--- src/rtl/ctp_pkg.sv ---
// ----------------------------------------------------------------------------
// ctp_pkg
// Shared constants, types and the arctangent table of the polar converter.
// ----------------------------------------------------------------------------
`default_nettype none

package ctp_pkg;

	localparam int DEF_COORD_WIDTH  = 16;
	localparam int DEF_ITERATIONS   = 16;

	localparam int PRESHIFT         = 30;   // magnitudes enter the rotator scaled by 2^30
	localparam int GUARD_BITS       = 3;    // vector growth and sign
	localparam int ZACC_W           = 28;   // angle accumulator, 2^-20 degree units
	localparam int ANGLE_FRAC_SHIFT = 13;
	localparam int RIGHT_ANGLE      = 11520;
	localparam int RIGHT_ANGLE_FINE = 94371840;
	localparam int RADIUS_W         = 16;
	localparam int ANGLE_W          = 15;

	typedef struct packed {
		logic x_neg;
		logic y_neg;
		logic x_zero;
		logic y_zero;
	} ctp_flags_t;

	// number of iteration stages: rotator steps and root bits share stages
	function automatic int stage_count(input int coord_width, input int iterations);
		int n;
		n = (coord_width > iterations) ? coord_width : iterations;
		return n;
	endfunction

	// atan(2^-i) in degrees, scaled by 2^20, rounded
	function automatic logic signed [ZACC_W-1:0] atan_entry(input int idx);
		logic signed [ZACC_W-1:0] v;
		case (idx)
			0:  v = ZACC_W'(47185920);
			1:  v = ZACC_W'(27855475);
			2:  v = ZACC_W'(14718068);
			3:  v = ZACC_W'(7471121);
			4:  v = ZACC_W'(3750058);
			5:  v = ZACC_W'(1876857);
			6:  v = ZACC_W'(938658);
			7:  v = ZACC_W'(469357);
			8:  v = ZACC_W'(234682);
			9:  v = ZACC_W'(117342);
			10: v = ZACC_W'(58671);
			11: v = ZACC_W'(29335);
			12: v = ZACC_W'(14668);
			13: v = ZACC_W'(7334);
			14: v = ZACC_W'(3667);
			15: v = ZACC_W'(1833);
			16: v = ZACC_W'(917);
			17: v = ZACC_W'(458);
			18: v = ZACC_W'(229);
			19: v = ZACC_W'(115);
			20: v = ZACC_W'(57);
			21: v = ZACC_W'(29);
			22: v = ZACC_W'(14);
			23: v = ZACC_W'(7);
			24: v = ZACC_W'(4);
			25: v = ZACC_W'(2);
			26: v = ZACC_W'(1);
			default: v = '0;
		endcase
		return v;
	endfunction

endpackage

`default_nettype wire

--- src/rtl/ctp_stage.sv ---
// ----------------------------------------------------------------------------
// ctp_stage
// One iteration stage: a vectoring rotation step and one square-root bit.
// ----------------------------------------------------------------------------
`default_nettype none

module ctp_stage import ctp_pkg::*; #(
	parameter int COORD_WIDTH = DEF_COORD_WIDTH,
	parameter int ITERATIONS  = DEF_ITERATIONS,
	parameter int STAGE       = 0
) (
	input  logic                                              clk,
	input  logic                                              arst_n,
	input  logic                                              en,
	input  logic                                              valid,
	input  ctp_flags_t                                        flags,
	input  logic signed [COORD_WIDTH+PRESHIFT+GUARD_BITS-1:0] a,
	input  logic signed [COORD_WIDTH+PRESHIFT+GUARD_BITS-1:0] b,
	input  logic signed [ZACC_W-1:0]                          z,
	input  logic [2*COORD_WIDTH-1:0]                          root,
	input  logic [2*COORD_WIDTH-1:0]                          rem,
	output logic                                              valid_sn,
	output ctp_flags_t                                        flags_sn,
	output logic signed [COORD_WIDTH+PRESHIFT+GUARD_BITS-1:0] a_sn,
	output logic signed [COORD_WIDTH+PRESHIFT+GUARD_BITS-1:0] b_sn,
	output logic signed [ZACC_W-1:0]                          z_sn,
	output logic [2*COORD_WIDTH-1:0]                          root_sn,
	output logic [2*COORD_WIDTH-1:0]                          rem_sn
);
	localparam int CW      = COORD_WIDTH + PRESHIFT + GUARD_BITS;
	localparam int SW      = 2 * COORD_WIDTH;
	localparam int RW      = COORD_WIDTH;
	localparam bit DO_ROT  = (STAGE < ITERATIONS);
	localparam bit DO_SQRT = (STAGE < RW);
	localparam int SQ_POS  = DO_SQRT ? 2 * (RW - 1 - STAGE) : 0;

	localparam logic signed [ZACC_W-1:0] ATAN_K = DO_ROT ? atan_entry(STAGE) : '0;
	localparam logic [SW-1:0]            SQ_BIT = DO_SQRT ? (SW'(1) << SQ_POS) : '0;

	logic signed [CW-1:0]     da, db, a_nx, b_nx;
	logic signed [ZACC_W-1:0] z_nx;
	logic [SW:0]              trial;
	logic [SW-1:0]            root_nx, rem_nx;

	always_comb begin
		// arithmetic shift rounds toward minus infinity
		da   = b >>> STAGE;
		db   = a >>> STAGE;
		a_nx = a;
		b_nx = b;
		z_nx = z;
		if (DO_ROT) begin
			if (!b[CW-1]) begin
				a_nx = a + da;
				b_nx = b - db;
				z_nx = z + ATAN_K;
			end else begin
				a_nx = a - da;
				b_nx = b + db;
				z_nx = z - ATAN_K;
			end
		end

		// restoring square root, one result bit
		trial   = {1'b0, root} + {1'b0, SQ_BIT};
		root_nx = root;
		rem_nx  = rem;
		if (DO_SQRT) begin
			if ({1'b0, rem} >= trial) begin
				rem_nx  = rem - trial[SW-1:0];
				root_nx = (root >> 1) + SQ_BIT;
			end else begin
				root_nx = root >> 1;
			end
		end
	end

	always_ff @(posedge clk or negedge arst_n) begin
		if (!arst_n) begin
			valid_sn <= 1'b0;
		end else if (en) begin
			valid_sn <= valid;
		end
	end

	always_ff @(posedge clk) begin
		if (en) begin
			flags_sn <= flags;
			a_sn     <= a_nx;
			b_sn     <= b_nx;
			z_sn     <= z_nx;
			root_sn  <= root_nx;
			rem_sn   <= rem_nx;
		end
	end

endmodule

`default_nettype wire

--- config.mk ---
export PLATFORM = sky130hd
export DESIGN_NAME = ctp_stage
export DESIGN_NICKNAME = d
export VERILOG_FILES = /design/src/rtl/ctp_pkg.sv /design/src/rtl/ctp_stage.sv
export SDC_FILE = /design/constraint.sdc
export NUM_CORES = 1
export LEC_CHECK = 0
export BUFFER_PORTS_ARGS = -buffer_cell sky130_fd_sc_hd__buf_2
export CAP_MARGIN = 20
export CORE_ASPECT_RATIO = 1.75
export CORE_MARGIN = 3
export CORE_UTILIZATION = 40
export DETAILED_ROUTE_END_ITERATION = 16
export PLACE_DENSITY = 0.61
export SYNTH_ARGS = -nofsm -noshare
export SYNTH_HDL_FRONTEND = slang
export SYNTH_SLANG_ARGS = --single-unit
--- constraint.sdc ---
create_clock -name clk -period 1 [get_ports clk]
set_input_delay 0.15 -clock clk [delete_from_list [all_inputs] [get_ports clk]]
set_output_delay 0.15 -clock clk [all_outputs]
set_load 0.05 [all_outputs]
==> results of run 1 <==
## what timing repair did
| action | in CTS | in global routing |
|---|---|---|
| hold endpoints to repair | 64 | 0 |
| pin swaps | 181 | 131 |
| hold buffers | 65 | 0 |
| endpoints found under the setup margin | 327 | 327 |
| buffers inserted | 65 | 37 |
| gates cloned | 4 | 1 |
| resized for setup | 761 | 125 |
## placed cells by master (no fill, tap or decap), drive strengths merged, types with 15 or more instances in the layout
master,n
xnor2,117
o21a,17
o211ai,20
dlygate4sd3,65
nand4,27
a21oi,237
mux2i,18
nand2,130
buf,1215
nor3,35
nor4,19
nand3,32
nor2b,25
a211oi,22
clkbuf,19
edfxtp,193
o21ai,132
o21bai,46
mux2,32
ha,183
o31ai,19
a31oi,20
a21o,44
nor2,166
nand2b,15
inv,204
## synth_stat cells (20+ instances only)
master	count
a211oi_1	22
a21o_1	43
a21oi_1	237
clkbuf_1	47
edfxtp_1	193
ha_1	183
inv_1	199
mux2_4	26
nand2_1	129
nand3_1	31
nand4_1	27
nor2_1	166
nor2b_1	25
nor3_1	35
o211ai_1	20
o21ai_0	124
o21bai_1	46
xnor2_1	117
## per-stage QoR
stage | worst slack, ns | power [mW] | cell area [um^2] | util
2_1_floorplan | -1.64 | 22.1 | 18700 | -
3_3_place_gp | -2.30 | 29.9 | 26600 | 0.621
3_5_place_dp | -2.32 | 30.0 | 26600 | 0.621
4_1_cts | -1.56 | 41.1 | 31200 | 0.730
5_1_grt | -1.70 | 43.7 | 32000 | 0.747
6_report | -1.57 | 42.2 | 32000 | 0.747
## registers in the layout, indices dropped and copies added, names as in the netlist
signal / cells
b_sn: 48
a_sn: 49
z_sn: 28
rem_sn: 32
root_sn: 32
flags_sn: 4
valid_sn: 1
## logic make-up (layout without fill, tap and decap cells)
kind of cell | count (synthesis) | count (layout) | share of synthesized area
adders and majority gates | 188 | 188 | 0.137
AOI/OAI and AO/OA | 643 | 643 | 0.234
buffers and inverters | 281 | 1516 | 0.0644
DFF | 194 | 194 | 0.334
xor gates and xnor gates | 129 | 129 | 0.0647
muxes | 50 | 50 | 0.0366
and+or+nand+nor | 487 | 487 | 0.129
other | 0 | 1 | 0
## path summary, 6_finish.rpt
path | endpoint | slack (ns) | cells past startpoint
worst max-delay path | rem_sn[5] | -1.57 | 16
worst min-delay path | rem_sn[24] | 0.01 | 2
worst max register to register | valid_sn | 0.11 | 2
worst min register to register | valid_sn | 0.64 | 2
max in group asynchronous | valid_sn | 0.38 | 3
min in group asynchronous | valid_sn | 0.51 | 3
## routing by layer
layer  vias up  track usage  routed length [um]  share of wire
li1       9555            -                   -              -
met1      9931        0.330               27700           0.32
met2       942        0.701               46900           0.53
met3       415       0.0497                4030          0.046
met4         2        0.323                9120           0.10
met5         -            0                  17        0.00019
## power breakdown
| part | switching (mW) | total, mW | internal, mW | leakage, nW |
|---|---|---|---|---|
| Clock | 4.06 | 7.48 | 3.42 | 0.296 |
| Combinational | 13.1 | 23.6 | 10.5 | 12.4 |
| Sequential | 0.692 | 11.2 | 10.5 | 1.90 |
| Total | 17.9 | 42.2 | 24.4 | 14.6 |
## worst reg2reg max path: stages (launching register included)
cell and delay, ns:
dfrtp_1 0.40, buf_4 0.14, mux2_2 0.25
## cell type report
cell class	count	area, um^2	area share
Antenna cell	1	2.50	0.0000783
Clock buffer	17	425	0.0133
Clock inverter	15	188	0.00587
Inverter	201	856	0.0268
Multi-Input combinational cell	1497	13200	0.414
Sequential cell	194	5820	0.182
Tap cell	561	702	0.0220
Timing Repair Buffer	1283	10700	0.335
==> flow_summary_export.csv, run 1 <==
group,metric,value,unit
run_status,status,"finished with violations",
run_status,violations,"setup timing",
yosys,yosys.area.top_type_share,0.332,
timing,worst_slew_pin_slew,0.684,ns
timing,fmax,389,MHz
clock_network,cts_tree,"yes",
floorplanning,start_util,0.408,
yosys,ys_seq_area_frac,0.334,
yosys,synth_cell_types,91,
timing,drv_slew,0,
setup_path,worst_path_dominant_cell_family,"compound AO/OA/AOI/OAI gates",
setup_path,reg2reg_from,"valid_sn",
pwr,ir_drop,0.00101,V
yosys,syn_nets,2358,
global_routing,gr-usage-all-layers,0.367,
placed_design,hpwlAfterDp,66.7,mm
timing,min_period,2.57,ns
setup_path,path_cells,"buf_8 -> inv_4 -> ha_4 -> buf_6 -> o21a_1 -> o31a_1 -> o21ai_2 -> nand2_2 -> a41o_4 -> a31o_4 -> nand3_4 -> o21ai_4 -> a31oi_4 -> buf_6 -> buf_8 -> mux2_4",
clock_network,cts_sinks,194,
setup_path,worst_ep_arrival_time,2.78,ns
clock_network,clk_latency,0.47,ns
setup_path,worst_ep_required_time,1.21,ns
setup_path,cp_slowest_cell,"mux2_4",
timing,rsz0062_at_grt,"yes",
yosys,synth_area,0.0175,mm^2
placed_design,io_buffers,392,
detailed_routing,drt_pass1_iterations,6,
floorplanning,coreArea,0.0428,mm^2
setup_path,crit_path_start,"root[2]",
yosys,yosys-top-cells-area,"edfxtp_1, ha_1, a21oi_1",
setup_path,critPathBufInv,5,
detailed_routing,drtIter0Drc,1328,
clock_network,root_buffer,"clkbuf_16",
placed_design,routabilityCongestion,1.01,
setup_path,start_kind,"input port",
cells_and_area,num-fill-cells,3005,
pwr,power.density,1320,mW/mm^2
timing,whs,0.00994,ns
worst_hold_path,hp-class,"input port to register",
timing,fin_skew,0,ns
detailed_routing,wire_per_inst,23.3,um
global_routing,grt_pass1_vias,22800,
cells_and_area,fin_nets,3580,
timing,relSlewSlack,0.544,
global_routing,antenna_found_initial,2,
timing,fin_crit_sh,2.57,
detailed_routing,ant_nets,0,
floorplanning,num_rows,100,
timing,setup_slack,-1.57,ns
cells_and_area,instances_no_fill,3769,
detailed_routing,vias,20800,
yosys,netlist_instances,1972,
clock_network,cts_buffer_depth,2,
cells_and_area,drive_gt1_frac,0.528,
setup_path,worst-setup-path-type,"input port to register",
cells_and_area,synthToLayoutAreaGrowth,83.1,%
setup_path,cp-end-kind,"register",
yosys,synthArstFlopShare,0.00515,
floorplanning,fp.dieH,282,um
global_routing,grt_max_degree,37,
worst_hold_path,hp-start,"rem[24]",
floorplanning,num_io_pins,393,
timing,hold_viol_final,0,
setup_path,slowest_delay,0.31,ns
timing,finalSetupTns,-203.37,ns
run,maxCapViolations,0,
clock_network,h-tree-depth,4,
global_routing,overflow,0,
yosys,synth_warnings,0,
clock_network,clk_pin_slew,0.09,ns
floorplanning,fp.dieArea,0.0463,mm^2
setup_path,cp_max_fo,5,
yosys,avgSynthCellArea,8.85,um^2
detailed_routing,viasPerCell,5.53,
floorplanning,die_x,164,um
timing,finalSetupViolations,327,
pwr,leakage,14.6,nW
yosys,yosys_most_used_dff,"edfxtp_1",
global_routing,grt_pass1_wl,129,mm
placed_design,place_inst,3601,
detailed_routing,drt-total-wl,87.8,mm
yosys,synth_top_cell_by_area,"edfxtp_1",
yosys,synth-edff-count,193,
clock_network,cts_buffers,17,
detailed_routing,drc,0,
yosys,ys_seq_elements,194,
Note: power is estimated with default switching activity, not from simulation.
==> run 2: changes to the inputs <==
- CTS_BUF_LIST: not set -> sky130_fd_sc_hd__clkbuf_4
==> run 2 against run 1 <==
Flip-flop and latch count is the same. Largest cell class unchanged. The flow finishes with violations (hold timing, setup timing). First-iteration DRC count up 13%. Clock-buffer cell count did not move. Final area up 1.0%. Sequential power is essentially flat. Core utilization increased by 0.75 points. Non-clock buffer count grew 43. Critical path depth down 2.
==> flow_summary_export.csv, run 2 (same netlist as run 1, synthesis figures left out) <==
group,metric,value,unit
run_status,status,"finished with violations",
run_status,violations,"hold timing, setup timing",
timing,fin_skew,0,ns
run,maxCapViolations,0,
clock_network,root_buffer,"clkbuf_4",
global_routing,grt_pass1_wl,128,mm
detailed_routing,wire_per_inst,23.7,um
clock_network,clk_latency,0.70,ns
floorplanning,fp.dieArea,0.0463,mm^2
setup_path,start_kind,"input port",
placed_design,io_buffers,392,
floorplanning,fp.dieH,282,um
global_routing,antenna_found_initial,1,
timing,fmax,373,MHz
clock_network,cts_buffer_depth,2,
worst_hold_path,hp-class,"input port to register",
setup_path,worst-setup-path-type,"input port to register",
placed_design,postPlaceCellArea,0.0266,mm^2
detailed_routing,viasPerCell,5.60,
detailed_routing,drt-total-wl,90.3,mm
cells_and_area,final_cell_mix,"buf_4, buf_6, edfxtp_1",
floorplanning,num_rows,100,
setup_path,worst_ep_arrival_time,3.17,ns
setup_path,cp-end-kind,"register",
cells_and_area,drive_gt1_frac,0.527,
cells_and_area,regMostFlops,"a_sn",
timing,relSlewSlack,0.430,
global_routing,grt_pass1_vias,22800,
global_routing,grt_max_degree,44,
timing,fin_crit_sh,2.68,
detailed_routing,drt_pass1_iterations,8,
setup_path,cp_slowest_cell,"a2111oi_2",
clock_network,clk_pin_slew,0.23,ns
timing,whs,-0.0663,ns
floorplanning,num_io_pins,393,
clock_network,cts_tree,"yes",
detailed_routing,drtIter0Drc,1496,
cells_and_area,synthToLayoutAreaGrowth,85.0,%
clock_network,cts_sinks,194,
cells_and_area,final_common_cell,"buf_4",
setup_path,cp_max_fo,5,
floorplanning,die_x,164,um
global_routing,overflow,0,
pwr,power,40.2,mW
cells_and_area,largest_reg_flops,49,
placed_design,routabilityCongestion,1.01,
setup_path,worst_ep_required_time,1.49,ns
timing,worst_slew_pin_slew,0.848,ns
detailed_routing,vias,21300,
pwr,ir_drop,0.000778,V
timing,drv_slew,0,
timing,finalSetupViolations,322,
setup_path,slowest_delay,0.67,ns
timing,min_period,2.68,ns
timing,rsz0062_at_grt,"yes",
cells_and_area,reg_top3,"a_sn x49, b_sn x48",
detailed_routing,drc,0,
detailed_routing,ant_nets,0,
cells_and_area,postLayoutCellArea,0.0323,mm^2
clock_network,cts_buffers,17,
floorplanning,start_util,0.408,
placed_design,hpwlAfterDp,66.7,mm
floorplanning,coreArea,0.0428,mm^2
clock_network,h-tree-depth,4,
pwr,power.density,1250,mW/mm^2
setup_path,path_cells,"buf_4 -> inv_2 -> ha_4 -> buf_4 -> a2111oi_2 -> a21oi_1 -> o21ai_4 -> o21ai_4 -> o21a_1 -> and3_4 -> a2111oi_4 -> o21bai_1 -> xnor2_1 -> mux2_4",
timing,setup_slack,-1.68,ns
timing,hold_viol_final,2,
pwr,leakage,14.7,nW
cells_and_area,fin_nets,3623,
global_routing,gr-usage-all-layers,0.366,
## run 2: changes by cell type in the layout (fill, tap and decap cells not counted), sizes merged
cell and change:
bufbuf -1, buf +11, clkbuf -1, clkinvlp +1
dlygate4sd3 +34, inv -1
## run 2: final timing paths
kind | startpoint | to | slack [ns] | cells past startpoint
worst min-delay path | b[1] | a_sn[1] | -0.07 | 3
worst max register to register | valid_sn | valid_sn | 0.18 | 1
min in group asynchronous | arst_n | valid_sn | 0.29 | 3
worst min register to register | valid_sn | valid_sn | 0.62 | 1
worst max-delay path | root[5] | rem_sn[26] | -1.68 | 14
max in group asynchronous | arst_n | valid_sn | 0.60 | 3
## run 2: power by group
group | switching [mW] | internal (mW)
clock | 3.80 | 1.20
sequential | 0.701 | 10.5
combinational | 13.4 | 10.7
total | 17.9 | 22.4
## run 2: cell type report
type / count / area, um^2
antenna: 1 / 2.50
clock buffer: 17 / 128
clock inverter: 15 / 188
fill: 2922 / 10500
inverter: 201 / 867
multi-input combinational: 1497 / 13400
sequential: 194 / 5820
tap: 561 / 702
timing repair buffer: 1326 / 11200
## run 2: worst max-delay path, delay by kind of cell
family,cells,cell delay (ns)
fa+ha+maj,1,0.17
mux,1,0.28
xor+xnor,1,0.15
compound gates,7,1.87
simple gates,1,0.19
buf+inv,3,0.35
## run 2: stage by stage
step / utilization / instances / setup TNS (ns) / setup WS (ns)
after floorplan: - / 1972 / -159.03 / -1.64
after global placement: 0.621 / 3601 / -235.67 / -2.30
final: 0.754 / 3812 / -223.60 / -1.68
after detailed placement: 0.621 / 3601 / -239.50 / -2.32
after CTS: 0.728 / 3778 / -214.62 / -1.32
after global routing: 0.754 / 3812 / -236.58 / -1.74
## run 2: routing by layer
| metal | wire (um) | share of wire | global-route usage |
|---|---|---|---|
| met5 | 0 | 0 | 0 |
| met4 | 9590 | 0.11 | 0.320 |
| met3 | 4830 | 0.053 | 0.0464 |
| met2 | 47300 | 0.52 | 0.692 |
| met1 | 28600 | 0.32 | 0.337 |
## run 2: timing repair
item	4_1_cts	5_1_grt
pin swaps	173	153
hold buffers	97	3
endpoints found under the hold margin	136	6
resized for setup	738	189
gates cloned	4	0
buffers inserted	69	44
setup endpoints to repair	321	323
==> run 3: changes to the inputs <==
- ABC_AREA: not set -> 1
- CELL_PAD_IN_SITES_DETAIL_PLACEMENT: not set -> 1
- CELL_PAD_IN_SITES_GLOBAL_PLACEMENT: not set -> 1
- CORE_ASPECT_RATIO: 1.75 -> not set
- PLACE_DENSITY: 0.61 -> 0.81
==> run 3 against run 2 <==
The flow now stops in 4_1_cts. Synthesized cell count rose by 82%. Area after synthesis rose by 29%.
==> flow_summary_export.csv, run 3 <==
group,metric,value,unit
run_status,status,"did not finish",
run_status,stop_stage,"4_1_cts",
run_status,tool.error,"[ERROR DPL-0033] detailed placement checks failed during check placement.",
floorplanning,num_io_pins,393,
clock_network,cts_sinks,194,
yosys,yosys.area.top_type_share,0.258,
floorplanning,fp.dieH,243,um
yosys,ys_seq_area_frac,0.259,
placed_design,postPlaceCellArea,0.0317,mm^2
floorplanning,die_x,243,um
clock_network,cts_hold_buf,127,
yosys,avgSynthCellArea,6.25,um^2
yosys,synth-edff-count,193,
yosys,synth-compound-area-share,0.0796,
clock_network,h-tree-depth,4,
yosys,synthArstFlopShare,0.00515,
floorplanning,start_util,0.406,
clock_network,postCtsResizedCells,1520,
floorplanning,num_rows,86,
yosys,synth.top_cells.by_count,"nand2_1, inv_1, nand3_1, nor2_1, edfxtp_1",
placed_design,routabilityCongestion,1.05,
placed_design,hpwlAfterDp,96.2,mm
yosys,yosys-top-cells-area,"edfxtp_1, nand2_1, inv_1",
yosys,synth_top_cell_by_area,"edfxtp_1",
clock_network,cts_buffer_depth,2,
yosys,synth_area,0.0225,mm^2
yosys,synth_warnings,0,
yosys,netlist_instances,3593,
yosys,yosys.area_share.xor_xnor,0.0183,
yosys,ys_seq_elements,194,
yosys,synth.most_common_cell,"nand2_1",
clock_network,cts_buffers,17,
yosys,synth_cell_types,44,
yosys,syn_nets,3979,
clock_network,post_cts_buffers,189,
clock_network,root_buffer,"clkbuf_4",
yosys,yosys_most_used_dff,"edfxtp_1",
yosys,synth_top_family_by_area,"simple AND/OR/NAND/NOR gates",
placed_design,io_buffers,392,
yosys,synth_fa_ha_area_frac,0.106,
placed_design,dp_slack,-1.42,ns
yosys,synth-simple-area-share,0.394,
yosys,synthMuxAreaShare,0.000501,
[run 3: cell count changes after synthesis, moves of 38 or more]
| cell | delta |
|---|---|
| clkbuf_1 | -38 |
| nor2_1 | +76 |
| nand2_1 | +1164 |
| inv_1 | +481 |
| nor2_2 | +51 |
| a21oi_1 | -74 |
| xnor2_1 | -113 |
| nand3_1 | +260 |
[run 3: through the flow]
stage	hold WS, ns	instances
floorplan	-0.146	3593
global placement	-0.0743	5250
detailed placement	-0.0706	5250
[run 3: kinds of logic after synthesis]
group | Yosys count
compound gates | 331
simple gates | 2050
buf+inv | 782
mux | 1
xor+xnor | 47
flops | 194
fa+ha+maj | 188
==> run 4: changes to the inputs <==
- CELL_PAD_IN_SITES_DETAIL_PLACEMENT: 1 -> not set
- CELL_PAD_IN_SITES_GLOBAL_PLACEMENT: 1 -> not set
- CORE_UTILIZATION: 40 -> 25
- CTS_BUF_LIST: sky130_fd_sc_hd__clkbuf_4 -> not set
- PLACE_DENSITY: 0.81 -> not set
- PLACE_DENSITY_LB_ADDON: not set -> 0.15
==> run 4 against run 3 <==
The flow now finishes, with violations (setup timing). Synthesized cell count is the same. Area after synthesis did not move.
==> flow_summary_export.csv, run 4 <==
group,metric,value,unit
placed_design,postPlaceCellArea,0.0330,mm^2
detailed_routing,viasPerCell,4.53,
cells_and_area,reg_top3,"a_sn x49, b_sn x48",
yosys,yosys.area.top_type_share,0.258,
setup_path,slowest_delay,0.40,ns
setup_path,cp_slowest_cell,"ha_4",
cells_and_area,num-fill-cells,8818,
timing,min_period,1.61,ns
timing,fin_crit_sh,1.61,
floorplanning,num_rows,109,
detailed_routing,ant_nets,0,
yosys,synth_area,0.0225,mm^2
setup_path,critPathBufInv,2,
timing,setup_slack,-0.609,ns
timing,rsz0062_at_grt,"yes",
timing,finalSetupViolations,322,
floorplanning,start_util,0.253,
yosys,synth-edff-count,193,
yosys,synth_cell_types,44,
setup_path,worst-setup-path-type,"input port to register",
yosys,ys_seq_area_frac,0.259,
timing,worst_slew_pin_slew,0.513,ns
timing,hold_viol_final,0,
detailed_routing,drc,0,
floorplanning,die_x,306,um
global_routing,overflow,0,
detailed_routing,vias,27300,
setup_path,cp_max_fo,8,
timing,drv_slew,0,
pwr,power.net_switching,20.9,mW
placed_design,io_buffers,392,
clock_network,cts_tree,"yes",
clock_network,clk_pin_slew,0.09,ns
run,maxCapViolations,0,
cells_and_area,final_common_cell,"nand2_1",
yosys,avgSynthCellArea,6.25,um^2
yosys,netlist_instances,3593,
placed_design,routabilityCongestion,0.954,
setup_path,worst_ep_required_time,1.29,ns
run_status,violations,"setup timing",
timing,fin_skew,0,ns
pwr,seqPwrFrac,0.236,
yosys,synthArstFlopShare,0.00515,
pwr,power.density,1100,mW/mm^2
cells_and_area,regMostFlops,"a_sn",
yosys,yosys-top-cells-area,"edfxtp_1, nand2_1, inv_1",
setup_path,worst_path_dominant_cell_family,"simple AND/OR/NAND/NOR gates",
global_routing,grt_pass1_vias,26800,
timing,relSlewSlack,0.654,
timing,fmax,622,MHz
pwr,ir_drop,0.00145,V
run_status,status,"finished with violations",
global_routing,antenna_found_initial,4,
clock_network,cts_buffers,17,
cells_and_area,drive_gt1_frac,0.533,
floorplanning,fp.dieArea,0.0935,mm^2
pwr,combPwrFrac,0.596,
detailed_routing,wire_per_inst,18.7,um
detailed_routing,drtIter0Drc,1458,
floorplanning,fp.dieH,306,um
detailed_routing,drt_pass1_iterations,5,
yosys,syn_nets,3979,
cells_and_area,largest_reg_flops,49,
yosys,yosys_most_used_dff,"edfxtp_1",
yosys,ys_seq_elements,194,
worst_hold_path,hp-class,"input port to register",
cells_and_area,final_cell_mix,"nand2_1, buf_4, inv_1",
clock_network,root_buffer,"clkbuf_16",
global_routing,grt_pass1_wl,165,mm
pwr,swShare,0.451,
floorplanning,coreArea,0.0888,mm^2
clock_network,cts_buffer_depth,2,
clock_network,cts_sinks,194,
pwr,p_int,25.5,mW
clock_network,clk_latency,0.52,ns
clock_network,h-tree-depth,4,
pwr,leakage,21.0,nW
global_routing,grt_max_degree,38,
yosys,synth.top_cells.by_count,"nand2_1, inv_1, nand3_1, nor2_1, edfxtp_1",
floorplanning,num_io_pins,393,
setup_path,start_kind,"input port",
timing,finalSetupTns,-113.54,ns
setup_path,cp-end-kind,"register",
pwr,p_clk_frac,0.168,
cells_and_area,fin_nets,5230,
yosys,synth_warnings,0,
cells_and_area,synthToLayoutAreaGrowth,88.5,%
yosys,synth.most_common_cell,"nand2_1",
placed_design,hpwlAfterDp,94.7,mm
global_routing,gr-usage-all-layers,0.234,
detailed_routing,drt-total-wl,113,mm
setup_path,worst_ep_arrival_time,1.90,ns
yosys,synth_top_cell_by_area,"edfxtp_1",
placed_design,dp_slack,-1.37,ns
setup_path,path_cells,"buf_2 -> ha_4 -> nand2_4 -> nor2_4 -> nand2_1 -> buf_4 -> nor2_2 -> and2_4 -> nand2_2 -> nand3_2 -> nand2_2 -> nand3_2 -> nand2_1",
cells_and_area,postLayoutCellArea,0.0423,mm^2
## run 4: cell counts after synthesis
No cell type changed its count.
## run 4: layout make-up
type,instances,area [um^2],share of cell area
multi-input combinational,2617,19400,0.458
antenna,3,7.51,0.000177
timing repair buffer,1309,12100,0.286
tap,1165,1460,0.0344
inverter,705,2940,0.0694
sequential,194,5820,0.137
clock buffer,17,425,0.0100
clock inverter,15,205,0.00485
## run 4: path summary, 6_finish.rpt
kind,start,to,slack [ns],cells after the start
hold reg to reg,valid_sn,valid_sn,0.55,1
hold / removal,rem[30],rem_sn[30],0.07,4
setup reg to reg,valid_sn,valid_sn,0.23,1
min in group asynchronous,arst_n,valid_sn,0.45,3
setup / recovery,b[33],a_sn[48],-0.61,13
max in group asynchronous,arst_n,valid_sn,0.45,3
## run 4: power groups by stage
stage / Sequential, mW / Combinational [mW] / Clock [mW]
floorplan: 14.3 / 9.26 / 0
global placement: 10.9 / 21.5 / 0
detailed placement: 10.9 / 21.5 / 0
CTS: 11.0 / 25.8 / 8.06
global route: 11.1 / 29.4 / 8.30
finish: 11.0 / 27.7 / 7.82
## run 4: cells by family after synthesis
kind of cell | synth area share
DFF | 0.259
adders and majority gates | 0.106
xor gates and xnor gates | 0.0183
and+or+nand+nor | 0.394
muxes | 0.000501
buffers and inverters | 0.142
AOI/OAI and AO/OA | 0.0796
## run 4: metrics by stage
stage | power [mW] | cells | hold slack [ns] | util
finish | 46.5 | 6025 | 0.0735 | 0.477
detailed placement | 32.4 | 5747 | -0.0741 | 0.372
global placement | 32.4 | 5747 | -0.0753 | 0.372
global route | 48.7 | 6024 | 0.0571 | 0.477
floorplan | 23.5 | 3593 | -0.146 | -
CTS | 44.8 | 5945 | 0.0289 | 0.449
## run 4: timing repair
item | CTS | global route
cloned | 2 | 0
hold buffers | 87 | 0
buffers inserted | 89 | 82
resized for setup | 1330 | 486
endpoints found under the setup margin | 323 | 325
pin swaps | 385 | 310
endpoints found under the hold margin | 87 | 0
## run 4: tightest hold or removal path: stages
cell and delay (ns):
buf_2 0.11, buf_4 0.10, nand3_1 0.06, nand2_1 0.07
## run 4: metal layers
| metal | GRT usage | share of wire | vias to the layer above |
|---|---|---|---|
| met5 | 0 | 0 | - |
| met4 | 0.0748 | 0.032 | 0 |
| met3 | 0.0279 | 0.043 | 117 |
| met1 | 0.306 | 0.44 | 12800 |
| li1 | - | - | 13700 |
| met2 | 0.403 | 0.48 | 728 |
